===== src/sv/record_bubble_sort_by_key_core_assert.svh =====
// Assertion macros for the record sorter core
`ifndef RECORD_BUBBLE_SORT_BY_KEY_CORE_ASSERT_SVH
`define RECORD_BUBBLE_SORT_BY_KEY_CORE_ASSERT_SVH

// same-cycle implication, quiet during reset
`define RBSK_ASSERT_IMPLY(lbl, ante, cons, msg) \
  lbl: assert property (@(posedge clk_i) disable iff (!rst_ni) (ante) |-> (cons)) \
    else $error(msg);

// next-cycle implication, quiet during reset
`define RBSK_ASSERT_NEXT(lbl, ante, cons, msg) \
  lbl: assert property (@(posedge clk_i) disable iff (!rst_ni) (ante) |=> (cons)) \
    else $error(msg);

`endif


===== src/sv/rbsk_ram.sv =====
// Generic single-write, single-read RAM with registered read data
`timescale 1ns / 1ps

module rbsk_ram #(
  parameter int DATA_W = 8,
  parameter int DEPTH  = 64,
  parameter int ADDR_W = $clog2(DEPTH)
) (
  input  logic              clk_i,
  input  logic              we_i,
  input  logic [ADDR_W-1:0] waddr_i,
  input  logic [DATA_W-1:0] wdata_i,
  input  logic [ADDR_W-1:0] raddr_i,
  output logic [DATA_W-1:0] rdata_o
);

  logic [DATA_W-1:0] mem [DEPTH];
  logic [DATA_W-1:0] rdata_q;

  always_ff @(posedge clk_i) begin
    if (we_i) begin
      mem[waddr_i] <= wdata_i;
    end
  end

  always_ff @(posedge clk_i) begin
    rdata_q <= mem[raddr_i];
  end

  assign rdata_o = rdata_q;

endmodule


===== config.mk =====
export PLATFORM = sky130hd
export DESIGN_NAME = rbsk_ram
export DESIGN_NICKNAME = d
export VERILOG_FILES = /design/src/sv/record_bubble_sort_by_key_core_assert.svh /design/src/sv/rbsk_ram.sv
export SDC_FILE = /design/constraint.sdc
export NUM_CORES = 1
export LEC_CHECK = 0
export BUFFER_PORTS_ARGS = -buffer_cell sky130_fd_sc_hd__clkbuf_2
export CORE_UTILIZATION = 55
export CTS_CLUSTER_SIZE = 25
export DETAILED_ROUTE_END_ITERATION = 12
export GPL_ROUTABILITY_DRIVEN = 0
export PLACE_DENSITY = 0.72
export SLEW_MARGIN = 20
export SYNTH_ARGS = -nofsm -noshare
export SYNTH_HDL_FRONTEND = slang
export SYNTH_SLANG_ARGS = --single-unit
export TNS_END_PERCENT = 100

===== constraint.sdc =====
create_clock -name clk_i -period 2.45 [get_ports clk_i]
set_input_delay 0.49 -clock clk_i [delete_from_list [all_inputs] [get_ports clk_i]]
set_output_delay 0.49 -clock clk_i [all_outputs]
set_load 0.05 [all_outputs]

Word level (Yosys, flattened, before mapping)
Memory sizes are Yosys's and may differ from the RTL's. A register that Yosys moved wholly into a read port is not among the register bits.
Index checks and enable logic that the tools add are counted.
W data, S select, Z words.
{"block": "word_totals", "ff_bits": 0, "latchBits": 0, "mem_bits_rw": 512, "romBits": 0, "input_bits": 22, "out_inout_bits": 8, "word_cells": 3, "memories": 1}
{"block": "op_classes", "add_sub_neg": 0, "mul": 0, "div_mod_pow": 0, "order_cmp": 0, "n_eq_ne": 0, "shifts": 0, "mux": 2, "bitwise": 0, "reduce_logical": 0}
{"memory": "mem", "words": 64, "width": 8, "read_ports": 1, "rd_ports_with_merged_regs": 1, "wr": 1, "line_no": "rbsk_ram.sv:17", "rtl": "logic [DATA_W-1:0] mem [DEPTH];"}
{"op": "$mux W1", "n": 2}

Depth between registers and ports, before layout
{"block": "depth", "depth_word": 2, "mapped_depth": 9, "depth_no_buf": 5}

Least setup slack after synthesis
OpenSTA, ideal clock, no wires.
{"block": "synth_path", "kind": "input to register", "startpoint": "in raddr_i[1]", "endpoint": "reg rdata_q[3], in the netlist rdata_o[3] (read register of mem)", "setup_ns": 0.128, "t_arrival_ns": 2.030, "required_time_ns": 2.322, "slack_ns": 0.292, "stages": 7, "n_path_buf": 3, "cell_sequence": "buf_4 -> buf_2 -> buf_2 -> mux4_2 -> mux4_2 -> o21ai_1 -> o41ai_1"}
{"element": "start: declaration", "line_no": "rbsk_ram.sv:13", "rtl": "input logic [ADDR_W-1:0] raddr_i,"}
{"element": "end: declaration", "line_no": "rbsk_ram.sv:18", "rtl": "logic [DATA_W-1:0] rdata_q;"}

==> results by group <==
Status
  • Status: complete, but fails checks
  • Failing checks: DRC

Worst setup path
  • Worst Path Max Fanout: 1
  • Worst R2R Path Depth: 5
  • Worst path depth: 5
  • CP delay by family, top: multiplexers
  • CP peak stage delay: approximately 0.5 ns
  • Worst path cell trace: mux4_2 -> mux2_2 -> o221a_2 -> nor3_2 -> o32ai_1
  • R2r setup slk: approximately 0.23 ns
  • Critical path buffers and inverters: 0
  • CP endpoint kind: flip-flop
  • CP startpoint: mem[28][6]
  • Crit path to: rdata_o[6]
  • Crit path DAT: between 2 and 3 ns
  • Crit path launch type: flip-flop
  • RR Startpoint: mem[28][6]
  • FF-to-FF End: rdata_o[6]
  • Critical path class: flip-flop to flip-flop
  • Critical Path RT: around 2.9 ns
  • Slowest CP cell: mux4_2

Placed design
  • Placed Cells incl. Taps: 1528
  • Placed cell area: 21900 um^2
  • Dpl hpwl: between 20000 and 30000 um
  • Port bufs: 29

Global routing
  • Vias in the first global route: slightly above 10k
  • Initial antenna violation count: 1
  • Total track usage: 24.64%
  • First-pass GRT wire length: between 60000 and 70000 um
  • Total gr overflow: 0
  • Largest net degree at the start of global routing: between 60 and 70

Final layout
  • Layout Cells excl Fill: 1622
  • Area delta synth->final: 16.71%
  • Reg area: about 16000 um^2
  • # nets final: 1142
  • Finished Core Util: 65.70%
  • Final instance area: 23540 um^2
  • Most common cell after layout, fill and taps aside: edfxtp_1
  • Share of cells above drive strength 1: around 33%
  • FILL cells: between 2k and 2.5k
  • Area of the multi-input gates: 4320 um^2
  • Most frequent cells in the layout: 512 x edfxtp_1, 135 x buf_4, 126 x mux4_2

Timing
  • Final setup fails: 0
  • Hold Vio Cnt, Final: 0
  • Period utilisation layout: roughly 91%
  • Final Skew: ~0.012 ns
  • RSZ-0062 raised after global routing: false
  • Shortest period the worst path allows: about 2.2 ns
  • Least-Margin Pin Slew: ~1.1 ns
  • Min Hold Slack: around 0.41 ns
  • Final Max Slew Viols: 0
  • TNS Setup: 0 ns
  • Relative slew margins: 29.56%
  • Max Fclk: roughly 0.45 GHz

Synthesis
  • Mapped cell area: a little over 20000 um^2
  • Syn Area/Cell: about 21 um^2
  • Ys flop type: edfxtp_1
  • Yosys warnings: 0
  • Post-synth EDFFs: a little over 500
  • Post-synthesis sequential area ratio: between 70% and 80%
  • Biggest area consumer among synthesized cells: edfxtp_1
  • Area share of the largest cell type after synthesis: roughly 76%
  • Number of synthesized register bits: 520
  • Distinct cell type count of the synthesized netlist: 40
  • Post-Syn Nets: 962
  • Mapped Cells: 940
  • Top post-synthesis cells by area: edfxtp_1 76%, mux4_2 14%, nor2_1 1.5%
  • FFs w/ async S/R, synth: 0%

CTS
  • Post-CTS Setup Inserts: 0
  • Maximum clock path buffer count: 3
  • CTS tree: yes
  • Clk root buf: clkbuf_16
  • Cts bufs inserted: just over 50
  • Cts hold-fix bufs: 0
  • Reg clk slew, reported paths: 0.06 ns
  • H-tree depth: 2
  • Worst skew pair latency: 0.56 ns
  • Clock Sinks: between 500 and 600

Job
  • Max cap viols: 0

Routing
  • DRC: 2
  • Vias/cell: 6.204
  • DR iter-0 viols: approximately 970
  • Number of iterations in the first detailed-routing pass: 10
  • Routed Antenna Nets: 0
  • Routed WL: around 45000 um
  • Via count: between 10k and 15k
  • DR WL/cell: approximately 28 um

Hold path
  • Min-Delay Path Class: input port to flip-flop

Die
  • Die area: between 30000 and 40000 um^2
  • Core area: approximately 36000 um^2
  • Die Width: between 150 and 200 um
  • Die Y: 193.5 um
  • Io pins: 30
  • Starting Density: roughly 56%
  • Row cnt: 69

Power and ir drop
  • Pleak: between 7 and 8 nW
  • Worst VDD drop: between 0.8 and 0.9 mV
  • Power per cell area: 788.0 nW/um^2
[synthesized netlist by cell type (3+ instances only)]
master and instances:
buf_6 4, mux2i_1 23, mux4_2 126, clkbuf_1 17
a21oi_1 3, buf_2 11, o2111ai_1 3, o221ai_1 8
nor2_1 83, o22ai_1 8, edfxtp_1 512, a22oi_1 3
o2bb2ai_1 3, mux2_2 13, buf_4 13, nand3_1 13
buf_1 4, nand2b_1 7, nor2b_1 14, nand3b_1 3
nor3_1 7, nand2_1 19, dfxtp_1 8, a221oi_1 6
a211oi_1 4
[sequential cells by signal, summed over array words and instances (netlist names)]
register and cells:
mem 512, rdata_o 8
[area by class of cell]
| type | instances | share of cell area (%) |
|---|---|---|
| Clock buffer | 67 | 5.986 |
| Multi-Input combinational cell | 369 | 18.36 |
| Tap cell | 461 | 2.451 |
| Clock inverter | 26 | 0.9196 |
| Timing Repair Buffer | 178 | 6.278 |
| Antenna cell | 1 | 0.01063 |
| Sequential cell | 520 | 66.00 |
[worst reg2reg max path, delay by kind of cell, from the launching register on]
kind / cells / cell delay, ns
flops: 1 / 0.36
simple gates: 1 / 0.50
compound gates: 2 / 0.45
mux: 2 / 0.78
[report_power, final]
| part | total (W) | internal [W] | switching (W) |
|---|---|---|---|
| combinational | 0.00107 | 0.000432 | 0.000639 |
| clock | 0.00760 | 0.00444 | 0.00315 |
| sequential | 0.00988 | 0.00985 | 0.0000347 |
| total | 0.0185 | 0.0147 | 0.00383 |
[cell families after synthesis]
group                  count (synthesis)  share of synthesized area (%)
and+or+nand+nor                      153                          3.387
DFF                                  520                          77.03
AOI/OAI and AO/OA                     54                          2.072
muxes                                162                          15.94
buffers and inverters                 51                          1.570
[repair_timing]
item / CTS / global route
gates resized for setup: 0 / 1
setup endpoints to repair: 0 / 1
endpoints found under the hold margin: 0 / 0
[how the worst min path moves through the flow]
stage / start / end / slack, ns / cells past startpoint
after floorplan: wdata_i[0] / mem[0][0] / 0.59 / 0
after global placement: mem[30][4] / rdata_o[4] / 0.80 / 3
after detailed placement: mem[30][4] / rdata_o[4] / 0.83 / 3
after CTS: waddr_i[1] / mem[49][7] / 0.38 / 2
after global routing: waddr_i[1] / mem[49][7] / 0.39 / 2
final: waddr_i[1] / mem[49][7] / 0.41 / 2
[layer usage]
metal  up-vias  global-route usage [%]  routed length (um)
met5         -                       0                   0
met4         0                   8.770                1511
met3        85                   4.934                3547
met2       420                   39.28               21760
met1      5270                   34.41               18150
li1       4288                       -                   -
[metrics by stage]
step	power, W	worst slack [ns]
finish	0.01855	0.2301
global route	0.01902	0.2162
CTS	0.01864	0.1072
detailed placement	0.01113	-0.4457
global placement	0.01111	-0.4301
floorplan	0.01064	0.2923
Note: power is estimated with default switching activity, not from simulation.
