## config.mk

```make
export PLATFORM = sky130hd
export DESIGN_NAME = rbsk_cmp
export DESIGN_NICKNAME = d
export VERILOG_FILES = /design/src/sv/record_bubble_sort_by_key_core_assert.svh /design/src/sv/rbsk_pkg.sv /design/src/sv/rbsk_cmp.sv
export SDC_FILE = /design/constraint.sdc
export NUM_CORES = 1
export LEC_CHECK = 0
export ABC_AREA = 0
export BUFFER_PORTS_ARGS = -buffer_cell sky130_fd_sc_hd__buf_2
export CAP_MARGIN = 0
export CELL_PAD_IN_SITES_DETAIL_PLACEMENT = 1
export CELL_PAD_IN_SITES_GLOBAL_PLACEMENT = 2
export CORE_UTILIZATION = 20
export DETAILED_ROUTE_END_ITERATION = 8
export GPL_ROUTABILITY_DRIVEN = 0
export GPL_TIMING_DRIVEN = 0
export PLACE_DENSITY_LB_ADDON = 0.1
export SLEW_MARGIN = 20
export SYNTH_ARGS = -nofsm -noshare
export SYNTH_HDL_FRONTEND = slang
export SYNTH_SLANG_ARGS = --single-unit
```

## constraint.sdc

```tcl
create_clock -name vclk -period 15.05
set_input_delay 3.01 -clock vclk [all_inputs]
set_output_delay 3.01 -clock vclk [all_outputs]
set_load 0.1 [all_outputs]
```

## src/sv/record_bubble_sort_by_key_core_assert.svh

```systemverilog
// Assertion macros for the record sorter core
`ifndef RECORD_BUBBLE_SORT_BY_KEY_CORE_ASSERT_SVH
`define RECORD_BUBBLE_SORT_BY_KEY_CORE_ASSERT_SVH

// same-cycle implication, quiet during reset
`define RBSK_ASSERT_IMPLY(lbl, ante, cons, msg) \
  lbl: assert property (@(posedge clk_i) disable iff (!rst_ni) (ante) |-> (cons)) \
    else $error(msg);

// next-cycle implication, quiet during reset
`define RBSK_ASSERT_NEXT(lbl, ante, cons, msg) \
  lbl: assert property (@(posedge clk_i) disable iff (!rst_ni) (ante) |=> (cons)) \
    else $error(msg);

`endif

```

## src/sv/rbsk_pkg.sv

```systemverilog
// Package: constants, record type, codes and helpers of the record sorter
`timescale 1ns / 1ps

package rbsk_pkg;

  localparam int MAX_RECORDS = 64;
  localparam int TYPE_CHARS  = 8;
  localparam int IDX_W       = $clog2(MAX_RECORDS);
  localparam int CNT_W       = $clog2(MAX_RECORDS + 1);

  localparam int ID_W    = 6;
  localparam int PRICE_W = 24;
  localparam int CAP_W   = 16;
  localparam int YEAR_W  = 12;
  localparam int MONTH_W = 4;
  localparam int DAY_W   = 5;
  localparam int DATE_W  = YEAR_W + MONTH_W + DAY_W;
  localparam int CHARS_W = 64;
  localparam int LEN_W   = 4;
  localparam int KEY_W   = 64;
  localparam int SKEY_W  = 3;
  localparam int CFG_IDX_W  = 1;
  localparam int CFG_DATA_W = 3;

  localparam logic [CFG_IDX_W-1:0] CFG_SORT_KEY   = 1'b0;
  localparam logic [CFG_IDX_W-1:0] CFG_DESCENDING = 1'b1;

  typedef enum logic [SKEY_W-1:0] {
    KEY_BIZ  = 3'd0,
    KEY_ECO  = 3'd1,
    KEY_CAP  = 3'd2,
    KEY_DATE = 3'd3,
    KEY_TYPE = 3'd4
  } sort_key_e;

  typedef enum logic [2:0] {
    ST_LOAD,
    ST_ORD,
    ST_REC,
    ST_CMP,
    ST_END,
    ST_E_ORD,
    ST_E_REC,
    ST_E_OUT
  } st_e;

  typedef struct packed {
    logic [ID_W-1:0]    id;
    logic [PRICE_W-1:0] biz;
    logic [PRICE_W-1:0] eco;
    logic [CAP_W-1:0]   cap;
    logic [DATE_W-1:0]  date;
    logic [CHARS_W-1:0] chars;
    logic [LEN_W-1:0]   len;
  } rec_t;

  // length saturated to TYPE_CHARS and cut at the first NUL
  function automatic logic [LEN_W-1:0] eff_len(input logic [CHARS_W-1:0] chars,
                                               input logic [LEN_W-1:0] len);
    logic [LEN_W-1:0] n;
    logic [LEN_W-1:0] res;
    n   = (len > LEN_W'(TYPE_CHARS)) ? LEN_W'(TYPE_CHARS) : len;
    res = n;
    for (int i = TYPE_CHARS - 1; i >= 0; i--) begin
      if ((LEN_W'(i) < n) && (chars[(CHARS_W-1-8*i) -: 8] == 8'h00)) begin
        res = LEN_W'(i);
      end
    end
    return res;
  endfunction

  // ones over the leading len characters
  function automatic logic [CHARS_W-1:0] type_mask(input logic [LEN_W-1:0] len);
    logic [CHARS_W-1:0] m;
    m = '0;
    for (int i = 0; i < TYPE_CHARS; i++) begin
      if (LEN_W'(i) < len) begin
        m[(CHARS_W-1-8*i) -: 8] = 8'hFF;
      end
    end
    return m;
  endfunction

endpackage

```

## src/sv/rbsk_cmp.sv

```systemverilog
// Shared key comparator: true when record a is strictly greater on the chosen key
`timescale 1ns / 1ps

module rbsk_cmp (
  input  logic [rbsk_pkg::SKEY_W-1:0] sort_key_i,
  input  rbsk_pkg::rec_t              a_i,
  input  rbsk_pkg::rec_t              b_i,
  output logic                        gt_o
);

  logic [rbsk_pkg::KEY_W-1:0] op_a;
  logic [rbsk_pkg::KEY_W-1:0] op_b;
  logic [rbsk_pkg::LEN_W-1:0] min_len;
  logic [rbsk_pkg::CHARS_W-1:0] mask;

  // a shorter string compares equal to its extension: mask to the common prefix
  assign min_len = (a_i.len < b_i.len) ? a_i.len : b_i.len;
  assign mask    = rbsk_pkg::type_mask(min_len);

  always_comb begin
    case (sort_key_i)
      rbsk_pkg::KEY_ECO: begin
        op_a = rbsk_pkg::KEY_W'(a_i.eco);
        op_b = rbsk_pkg::KEY_W'(b_i.eco);
      end
      rbsk_pkg::KEY_CAP: begin
        op_a = rbsk_pkg::KEY_W'(a_i.cap);
        op_b = rbsk_pkg::KEY_W'(b_i.cap);
      end
      rbsk_pkg::KEY_DATE: begin
        op_a = rbsk_pkg::KEY_W'(a_i.date);
        op_b = rbsk_pkg::KEY_W'(b_i.date);
      end
      rbsk_pkg::KEY_TYPE: begin
        op_a = rbsk_pkg::KEY_W'(a_i.chars & mask);
        op_b = rbsk_pkg::KEY_W'(b_i.chars & mask);
      end
      default: begin
        op_a = rbsk_pkg::KEY_W'(a_i.biz);
        op_b = rbsk_pkg::KEY_W'(b_i.biz);
      end
    endcase
  end

  assign gt_o = op_a > op_b;

endmodule

```

# --- Word-level counts from Yosys, hierarchy flattened ---
# Index checks and enable logic that the tools add are counted.
totals:
  input_bits: 321
  reg_bits: 0
  wordCells: 27
op_classes:
  mux: 11
  n_lt_le_gt_ge: 10
  n_eq_ne: 4
  bitwise: 2
ops:
  columns: ["op", "count"]
  rows:
  - ["$pmux W64 S4", 2]
  - ["$and A64 B64 Y64", 2]
  - ["$gt A64 B64 Y1", 1]
  - ["$mux W8", 8]
  - ["$lt A3 B4 Y1 const A", 4]
  - ["$lt A1 B4 Y1 const A", 2]
  - ["$lt A2 B4 Y1 const A", 2]
  - ["$eq A3 B2 Y1 const B", 2]
  - ["$lt A4 B4 Y1", 1]
  - ["$mux W4", 1]
  - ["$eq A3 B1 Y1 const B", 1]
  - ["$eq A3 B3 Y1 const B", 1]

# --- Logic depth before layout (Yosys ltp) ---
depth:
  word_depth: 7
  mapped_depth: 16
  depth_no_buf: 15

# --- Least setup slack after synthesis ---
# Ideal clock, no wire load.
synth_path:
  path_type: "in2out"
  from: "in b_i[3] in the netlist's numbering"
  to: "out gt_o"
  n_path_buf: 1
  t_arrival_ns: 7.095
  setup_slack_ns: 4.945
  cell_stages: 16
  path_cell_list: "inv_1 -> ha_1 -> nor3_2 -> o21a_2 -> nor4_2 -> o2111ai_1 -> and2_1 -> buf_2 -> nand2_1 -> ha_1 -> nand4_1 -> nor4_1 -> nand4_1 -> nor2_1 -> a2111oi_0 -> a21oi_1"
synth_via:
  elab_chain_len: 7
  word_cells_on_any_way: 23
  cone_classes: "order compare (10); mux (11); bitwise (2)"
synth_lines:
  columns: ["item", "line_no", "source"]
  rows:
  - ["from (decl)", "rbsk_cmp.sv:7", "input rbsk_pkg::rec_t b_i,"]
  - ["$lt A4 B4 Y1", "rbsk_cmp.sv:17", "assign min_len = (a_i.len < b_i.len) ? a_i.len : b_i.len;"]
  - ["$mux W4 *", "rbsk_cmp.sv:17", null]
  - ["$lt A3 B4 Y1, or another cell as far along", "rbsk_pkg.sv:77", "if (LEN_W'(i) < len) begin"]
  - ["$mux W8", "rbsk_pkg.sv:77", null]
  - ["$and A64 B64 Y64, on equally long branches", "rbsk_cmp.sv:35, rbsk_cmp.sv:36", null]
  - ["$pmux W64 S4", "rbsk_cmp.sv:21", "case (sort_key_i)"]
  - ["$gt A64 B64 Y1 *", "rbsk_cmp.sv:45", "assign gt_o = op_a > op_b;"]
  - ["to (decl)", "rbsk_cmp.sv:8", "output logic gt_o"]
# Mark *: on every way between the ends. The rest lies on a longest branch, timed or not.

# --- Worst setup path in the final report ---
layout_path:
  from: "in b_i[1] in the netlist's numbering"
  to: "out gt_o"
# Same word-level chain as after synthesis.

==> metrics.md <==
| Metric | Value |
|---|---|
| Boundary pin count | `approximately 320` |
| Overall routing resource usage | `between 15 and 20%` |
| Global-route wire length before repair | `~27000 um` |
| GR Overflow Total | `0` |
| Final hold violations | `0` |
| Syn nets | `869` |
| Register area share after synthesis | `0%` |
| Clock power share | `0%` |
| ANT nets after route | `0` |
| Mapped Area | `3630 um^2` |
| Min-Delay Endpoint | `gt_o` |
| Post-synth top area cell | `ha_1` |
| Share of power burned in registers | `0%` |
| Dominant cells by area after synthesis | `ha_1, mux2_2, a22oi_1` |
| Worst EP required | `12.04 ns` |
| Synth cell types | `50` |
| Hold_sp | `a_i[145]` |
| Initial antenna violation count | `0` |
| CP Data Arrival Time | `6.99 ns` |
| CP max-delay cell | `or3_1` |
| Worst min-delay path class | `in2out` |
| TNS Setup | `0 ns` |
| Total core area | `17500 um^2` |
| Worst path cell trace | `buf_2 > inv_1 > ha_1 > nor3_2 > o21a_2 > o21ai_2 > a31oi_4 > a21boi_4 > buf_6 > a221oi_2 > ha_1 > a21oi_1 > nand2_1 > a221o_1 > or3_1 > a2111oi_0 > a21oi_1 > buf_2` |
| Share of the clock period used by the worst path | `approximately 66%` |
| Worst Setup End Kind | `primary output` |
| Final min period | `10.00 ns` |
| Final setup vio count | `0` |
| Seq. cell area | `0 um^2` |
| Die area | `roughly 19000 um^2` |
| # DRC | `0` |
| DR pass1 iterations | `4` |
| CP Max Fanout | `10` |
| Resize count post-CTS | `0` |
| Layout cells sized above 1 | `around half` |
| Die Wd | `~140 um` |
| Combinational fraction of design power | `100.0%` |
| Switching share of total power | `between 50% and 60%` |
| Routed via count | `just under 5000` |
| Drt total wl | `about 18000 um` |
| Die Ht | `approximately 140 um` |
| P_sw | `0.0000868 W` |
| Slew margin rel. | `55.2%` |
| Post-CTS setup buffers | `0` |
| Number of DRC markers in iteration 0 | `150` |
| Slew @ Worst Pin | `approximately 0.67 ns` |
| Crit Path Category | `in2out` |
| Post-layout net count | `1178` |
| Cts-stage hold buffer count | `0` |
| P_int | `slightly above 0.00008 W` |
| Port Buffers | `a little over 300` |
| Cell Rows | `48` |
| FF+latch count | `0` |
| Util after Layout | `a little under a third` |
| Detailed Place HPWL | `16200 um` |
| Yosys warnings | `0` |
| Slowest stage delay, CP | `approximately 0.42 ns` |
| Top cell type's share of synthesized area | `roughly a quarter` |
| Slew Limit Fails | `0` |
| Dpl cells | `roughly 1000` |
| CLK BUF | `0` |
| Pin count of the biggest net entering global routing | `11` |
| Outcome | `finished, final reports clean` |
| Hold depth | `7` |
| Mapped Avg Cell Area | `~7.6 um^2` |
| Routed WL per cell | `17.6 um` |
| Via/cell ratio | `~4.8` |
| Vias in the first global route | `about 5200` |
| P_leak | `2.79 nW` |
| CP Launch Type | `input pin` |
| Area grow syn2layout | `50.3%` |
| Post-synthesis cell count | `between 400 and 500` |
| Pwr Density | `31.0 nW/um^2` |
| Initial Utilization | `approximately a fifth` |
| Commonest non-fill, non-tap cell in the layout | `buf_2` |
| Worst vdd ir | `~13 uV` |
| Final std cells w/o fill | `about 1000` |
| Commonest non-fill, non-tap cells in the layout | `buf_2, ha_1, nand2_1` |
| Max-capacitance violation count | `0` |
| Achievable frequency | `roughly 100 MHz` |
| RSZ-0062 raised after global routing | `false` |
==> synthesized netlist by cell type (3+ instances only) <==
cell       n
o21ai_0   14
and2_1    34
a221oi_2   8
a22o_1     4
a22oi_1   40
mux2i_1    5
a21o_1     8
nand3_1    7
a221o_1   16
nor2_1    39
a222oi_1   8
buf_2     10
clkbuf_1  16
and3_1    10
mux2_2    37
o21a_1     3
nand2_1   57
ha_1      68
a21oi_1   25
a221oi_1  11
nor2b_1    3
nor4_1     3
nand4_1   12
inv_1      9
==> cell families after synthesis <==
family | count (synthesis) | share of synthesized area [%]
muxes | 43 | 13.2
and+or+nand+nor | 174 | 23.7
buffers and inverters | 40 | 5.00
AOI/OAI and AO/OA | 154 | 34.4
xor gates and xnor gates | 1 | 0.241
adders and majority gates | 68 | 23.4
==> power groups by stage <==
| stage | Combinational [W] | Sequential (W) | Clock [W] |
|---|---|---|---|
| after CTS | 0.000172 | 0 | 0 |
| after floorplan | 0.0000995 | 0 | 0 |
| final | 0.000169 | 0 | 0.0000000000267 |
| after global routing | 0.000191 | 0 | 0 |
| after global placement | 0.000168 | 0 | 0 |
| after detailed placement | 0.000171 | 0 | 0 |
==> layout make-up <==
type | instances | area, um^2
fillers | 2286 | 12100
multi-input cells | 440 | 3450
repair buffers | 307 | 1540
well taps | 225 | 282
plain buffers | 31 | 148
inverters | 9 | 33.8
diodes | 3 | 7.51
==> metal layers <==
metal	up-vias	wire length, um	track usage, %
met3	4	1140	1.89
met5	-	0	0
met2	177	9280	34.8
met4	0	39	1.42
met1	2239	7440	22.1
li1	2496	-	-
==> stage by stage <==
step	hold slack, ns	instance area [um^2]	total power [W]	setup slack (ns)
2_1_floorplan	6.99	3630	0.0000995	4.95
3_3_place_gp	6.98	5450	0.000168	5.07
3_5_place_dp	6.98	5450	0.000171	4.98
4_1_cts	6.98	5450	0.000172	4.98
5_1_grt	7.10	5450	0.000191	4.65
6_report	6.97	5460	0.000169	5.05
==> how the worst max path moves through the flow <==
stage,start,to,slack (ns),cells after the start
6_report,b_i[1],gt_o,5.05,18
5_1_grt,b_i[1],gt_o,4.65,18
4_1_cts,b_i[1],gt_o,4.98,18
3_5_place_dp,b_i[1],gt_o,4.98,18
3_3_place_gp,b_i[1],gt_o,5.07,18
2_1_floorplan,b_i[3],gt_o,4.95,16
==> critical path: cells and delay by family <==
kind            cells  cell delay, ns
compound gates      9            2.04
fa+ha+maj           2            0.51
buf+inv             4            0.71
simple gates        3            0.71
(Power assumes the default switching activity.)
